`config.mk`:
```
export PLATFORM = sky130hd
export DESIGN_NAME = spiq_cell
export DESIGN_NICKNAME = d
export VERILOG_FILES = /design/src/rtl/spiq_pkg.sv /design/src/rtl/spiq_cell.sv
export SDC_FILE = /design/constraint.sdc
export NUM_CORES = 1
export LEC_CHECK = 0
export CORE_UTILIZATION = 35
export CTS_CLUSTER_DIAMETER = 150
export CTS_CLUSTER_SIZE = 25
export DETAILED_ROUTE_END_ITERATION = 10
export DONT_BUFFER_PORTS = 1
export HOLD_SLACK_MARGIN = 0.12
export PLACE_DENSITY = 0.5
export SLEW_MARGIN = 10
export SYNTH_ARGS = -nofsm -noshare
export SYNTH_HDL_FRONTEND = slang
export SYNTH_SLANG_ARGS = --single-unit
```
`constraint.sdc`:
```
create_clock -name clk -period 6.3 [get_ports clk]
set_input_delay 0.945 -clock clk [delete_from_list [all_inputs] [get_ports clk]]
set_output_delay 0.945 -clock clk [all_outputs]
set_load 0.05 [all_outputs]
```
`src/rtl/spiq_pkg.sv`:
```
// shared types and constants for the sorted insertion priority queue
// no dependencies; imported by every module of the block
`default_nettype none
package spiq_pkg;

  localparam int QUEUE_DEPTH   = 64;
  localparam int PRIORITY_BITS = 8;
  localparam int TIME_BITS     = 32;
  localparam int COUNT_BITS    = $clog2(QUEUE_DEPTH + 1);
  localparam int OCC_BITS      = 7;

  typedef enum logic [1:0] {
    STATUS_OK    = 2'd0,
    STATUS_FULL  = 2'd1,
    STATUS_EMPTY = 2'd2
  } status_t;

  typedef enum logic {
    OP_INSERT = 1'b0,
    OP_REMOVE = 1'b1
  } op_t;

  typedef struct packed {
    logic [PRIORITY_BITS-1:0] priority_val;
    logic [TIME_BITS-1:0]     arrival;
    logic [TIME_BITS-1:0]     service;
  } entry_t;

  typedef struct packed {
    logic ins;
    logic rem;
  } cell_ctrl_t;

  typedef struct packed {
    logic                     operation;
    logic [PRIORITY_BITS-1:0] in_priority;
    logic [TIME_BITS-1:0]     in_arrival;
    logic [TIME_BITS-1:0]     in_service;
  } in_item_t;

  typedef struct packed {
    logic                     out_valid;
    logic [PRIORITY_BITS-1:0] out_priority;
    logic [TIME_BITS-1:0]     out_arrival;
    logic [TIME_BITS-1:0]     out_service;
    status_t                  status;
    logic [OCC_BITS-1:0]      occupancy;
    logic                     is_empty;
    logic [OCC_BITS-1:0]      peak_occupancy;
  } out_item_t;

endpackage
`default_nettype wire

```
`src/rtl/spiq_cell.sv`:
```
// one slot of the sorted queue: holds an entry, compares it with the new one
// and shifts toward its neighbors; depends on spiq_pkg
`default_nettype none
module spiq_cell
  import spiq_pkg::*;
(
  input  wire logic       clk,
  input  wire cell_ctrl_t ctrl,
  input  wire logic       occupied,
  input  wire entry_t     new_entry,
  input  wire entry_t     left_entry,
  input  wire logic       left_beats,
  input  wire entry_t     right_entry,
  output entry_t          entry,
  output logic            beats
);

  entry_t entry_next;

  // new entry goes before this slot, empty slots count as beaten
  always_comb begin
    beats = !occupied
         || (new_entry.priority_val > entry.priority_val)
         || (new_entry.priority_val == entry.priority_val
             && new_entry.arrival < entry.arrival);
  end

  always_comb begin
    entry_next = entry;
    if (ctrl.ins && beats) begin
      entry_next = left_beats ? left_entry : new_entry;
    end else if (ctrl.rem) begin
      entry_next = right_entry;
    end
  end

  always_ff @(posedge clk) begin
    entry <= entry_next;
  end

endmodule
`default_nettype wire

```
# After elaboration in Yosys (flattened, before gate mapping)
# Index checks and enable logic that the tools add are counted.
# Widths: inputs -> output; s select.
[classes]
add_sub_neg = 0
multipliers = 0
n_div = 0
magnitude_cmp = 2
n_eq_ne = 1
shifts = 0
muxes = 3
bitwise = 0
reduce_logical = 6
[ops]
columns = ["op", "count"]
rows = [
  ["$mux 72", 3],
  ["$lt 32x32->1", 1],
  ["$eq 8x8->1", 1],
  ["$gt 8x8->1", 1],
  ["$logic_and 1x1->1", 2],
  ["$logic_or 1x1->1", 2],
  ["$reduce_bool 2->1", 1],
  ["$logic_not 1->1", 1],
]
[totals]
register_bits = 72
latch_bits = 0
mem_bits_rw = 0
rom_bits = 0
in_bits = 221
out_inout_bits = 73
wordCells = 15
mem_count = 0

# Depth between registers and ports, before layout
[logic_depth]
depth_word = 5
mapped_depth = 12

# Worst setup path after synthesis
# No wires, ideal clock.
[synth_path]
path_kind = "input to register"
from = "input port new_entry[71] (netlist name)"
to = "register entry[0] (netlist name) (enable)"
arrival_ns = 4.509
required_time_ns = 5.871
slack_ns = 1.362
stages = 7
n_path_buf = 1
path_cell_list = "ha_1 nand4_1 nor3_1 o2111ai_2 buf_2 o21ai_1 a21o_1"
[synth_via]
elab_chain_len = 5
[synth_lines]
columns = ["element", "line_no", "text"]
rows = [
  ["start: declaration", "spiq_cell.sv:10", "input wire entry_t new_entry,"],
  ["$gt 8x8->1 or $eq 8x8->1 (tied branches)", "spiq_cell.sv:23, spiq_cell.sv:24", ""],
  ["$logic_or 1x1->1 or $logic_and 1x1->1 (tied branches)", "spiq_cell.sv:23, spiq_cell.sv:25", ""],
  ["$logic_or 1x1->1 *", "spiq_cell.sv:24", "|| (new_entry.priority_val == entry.priority_val"],
  ["net beats", "spiq_cell.sv:15", "output logic beats"],
  ["$logic_and 1x1->1 *", "spiq_cell.sv:30", "if (ctrl.ins && beats) begin"],
  ["$reduce_bool 2->1 (no line) *", "-", ""],
  ["end signal: assignment", "spiq_cell.sv:38", "entry <= entry_next;"],
  ["end: declaration", "spiq_cell.sv:14", "output entry_t entry,"],
]
# The timed path passes the listed nets; every way through them passes the cells marked *.
# A chain may end at the register's enable or synchronous reset.

# Final worst setup path
[layout_path]
from = "register entry[62] (netlist name)"
to = "output port beats"
[layout_via]
elab_chain_len = 3
[layout_lines]
columns = ["element", "line_no", "text"]
rows = [
  ["$lt 32x32->1", "spiq_cell.sv:25", "&& new_entry.arrival < entry.arrival);"],
  ["$logic_and 1x1->1", "spiq_cell.sv:25", ""],
  ["$logic_or 1x1->1", "spiq_cell.sv:24", ""],
  ["end: declaration", "spiq_cell.sv:15", ""],
]
# Every way passes these cells.

==> out/results.ini <==
[run_status]
outcome=finished clean

[yosys]
synthMuxAreaShare=0.109
avgSynthCellArea_um2=9.04
synth_nets=1073
seq_area_frac_synth=0.294
yosysUniqueCellTypes=34
synth_compound_area_frac=0.280
syn_area_um2=7350
yosysWarningCount=0
synth-seq-cells=72
synthAdderAreaFrac=0.0664
synth_simple_gate_area_frac=0.171
synth_cells=813
synth_top_family_by_area=compound AO/OA/AOI/OAI gates
synth_xor_area_frac=0

[final_layout]
final-instance-count-excl-fill=1013
drive_above_1_share=0.141
antennaDiodeCount=0
design.final.nets=999
syn2layout_area_growth_pct=4.44
largest_reg_flops=72
largest-register=entry
fillerInstances=2076
top_regs=entry: 72 flops

[placed_design]
pre_cts_slack_ps=1780
dpl.cell_count=998
hpwl_um=14900
io_buffers=0
gp_congestion=0.814

[routing]
dr.pass1.iters=5
vias_per_cell=6.60
route.met2.wl_um=11000
drt-met1-wl_um=9510
topRoutingLayerUsed=met4
wirelength_um=23500
wl_met3_um=2320
ant_nets=0
post-route-drc-count=0
drtIter0Drc=302
wire_per_inst_um=23.2
vias=6682

[power]
cellLeakagePower_nw=2.55
power_density_nw_per_um2=254
peakVddDrop_uv=98.3

[hold_path]
min_from=right_entry[67]
hold_depth=2
hold_end=entry[67]
hp-class=primary input to flop

[grt]
grt_pass1_vias=6491
antenna_found_initial=0
grt_max_degree=146
grt_pass1_wl_um=35800
grt-ovfl-total=0
gr-usage-all-layers=0.211

[critical_path]
r2r_slack_ps=1930
worst_path_max_delay_cell=nor4_1
critical_path_class=flop to primary output
cp-end-kind=primary output
worst-r2r-cell-count=8
worstPathMaxFanout=62
worst_setup_path_start_kind=flop
cp_cell_sequence=inv_1 > ha_1 > nand4_2 > nor4_1 > nor4b_2 > a22o_4 > o21ai_1 > buf_4
arrival_ps=3680
rr_endpoint=entry[5]
crit_required_ps=5350
r2r_start=entry[62]
slowest_delay_ps=670

[sta]
slew_headroom=0.309
tns_ps=0
max_freq_mhz=216
min_period_ps=4620
setup_violations=0
tightest_slew_ps=1040
final_max_slew_viol_count=0
rsz0062_at_grt=false
final_hold_viol_count=0
fin_crit_sh=0.734
fin_skew_ps=11.8
setup_ws_ps=1680

[cts]
cts_setup_buffers=0
ctsHtreeMaxLevel=3
cts_tree=done
path_clk_slew_ps=70
clock_latency_ps=350
cts-hold-fix-buffers=0
numCtsBuffers=9
cts_resized=0
cts_num_sinks=72
cts_root_buffer=clkbuf_16
cts_buffer_depth=2

[flow_run]
cap_violations=0

[die]
die_h_um=147
ios=294
start_util=0.360
num_rows=52
die_w_um=147
core-area_um2=20400
dieArea_um2=21600

[cell usage after synthesis, drive strengths merged]
cell,n,share of area
buf,18,0.019
nand3,74,0.050
inv,43,0.022
nor4b,1,0.0020
a21o,3,0.0031
o311ai,73,0.087
ha,39,0.066
a211oi,73,0.075
a311oi,72,0.086
o211ai,1,0.0010
nor4,1,0.00085
a22o,1,0.0012
a21oi,14,0.0095
mux2,71,0.11
a2bb2oi,1,0.0012
a2111oi,2,0.0075
nand4,8,0.0077
nand2,81,0.041
nor2,3,0.0015
nor3,3,0.0027
edfxtp,72,0.29
a22oi,1,0.0010
nor2b,73,0.062
o2111ai,1,0.0020
clkbuf,75,0.038
o21a,3,0.0031
nand2b,1,0.0019
o21ai,5,0.0034
[worst max path at each step]
stage / from / to / slack (ps) / cells after the start
final: entry[62] / beats / 1680 / 8
after floorplan: new_entry[71] / entry[0] / 1360 / 7
after CTS: entry[62] / beats / 1660 / 8
after global placement: new_entry[62] / entry[46] / 1830 / 8
after detailed placement: new_entry[62] / entry[11] / 1780 / 7
after global routing: entry[62] / beats / 1500 / 8
[power breakdown]
part	switching, mW	internal [mW]
sequential	0.298	0.632
combinational	0.264	0.193
clock	0.217	0.343
total	0.778	1.17
[worst max-delay path, delay by kind of cell (launching register included)]
| kind | cells | cell delay, ps |
|---|---|---|
| compound gates | 2 | 720 |
| buf+inv | 2 | 330 |
| simple gates | 3 | 1260 |
| fa+ha+maj | 1 | 340 |
| flops | 1 | 660 |
[routing by layer]
metal  vias to the layer above  track usage
met5                         -            0
met4                         0       0.0881
met3                        33       0.0602
met2                       322        0.347
met1                      3242        0.257
li1                       3085            -
[area by class of cell]
cell class	count	area [µm²]	share of cell area
clock inverter	6	85.1	0.0111
sequential	72	2160	0.282
multi-input combinational	605	4640	0.605
inverter	43	161	0.0210
clock buffer	9	225	0.0293
timing repair buffer	8	60.1	0.00782
tap	270	338	0.0440
[per-stage QoR]
stage | utilization | hold slack [ps] | instance area (µm²) | power, mW
after floorplan | - | 1170 | 7350 | 1.30
after global placement | 0.361 | 1170 | 7370 | 1.38
after detailed placement | 0.361 | 1180 | 7370 | 1.40
after CTS | 0.376 | 809 | 7680 | 1.97
after global routing | 0.376 | 824 | 7680 | 2.05
final | 0.376 | 831 | 7680 | 1.95
[cells in the final DEF, fill, tap and decap left out, drive strengths merged, types with 5 or more instances in the layout]
cell type,n
a21oi,14
ha,39
o21ai,5
nand3,74
nand2,81
buf,8
edfxtp,72
a311oi,72
inv,43
a211oi,73
nand4,8
mux2,71
nor2b,73
clkbuf,9
o311ai,73
[kinds of logic (layout without fill, tap and decap cells)]
group / count (synthesis) / in the layout
simple gates: 245 / 245
mux: 71 / 71
compound gates: 250 / 250
fa+ha+maj: 39 / 39
flops: 72 / 72
buf+inv: 136 / 66
No activity file was read; power rests on OpenSTA's default activity.
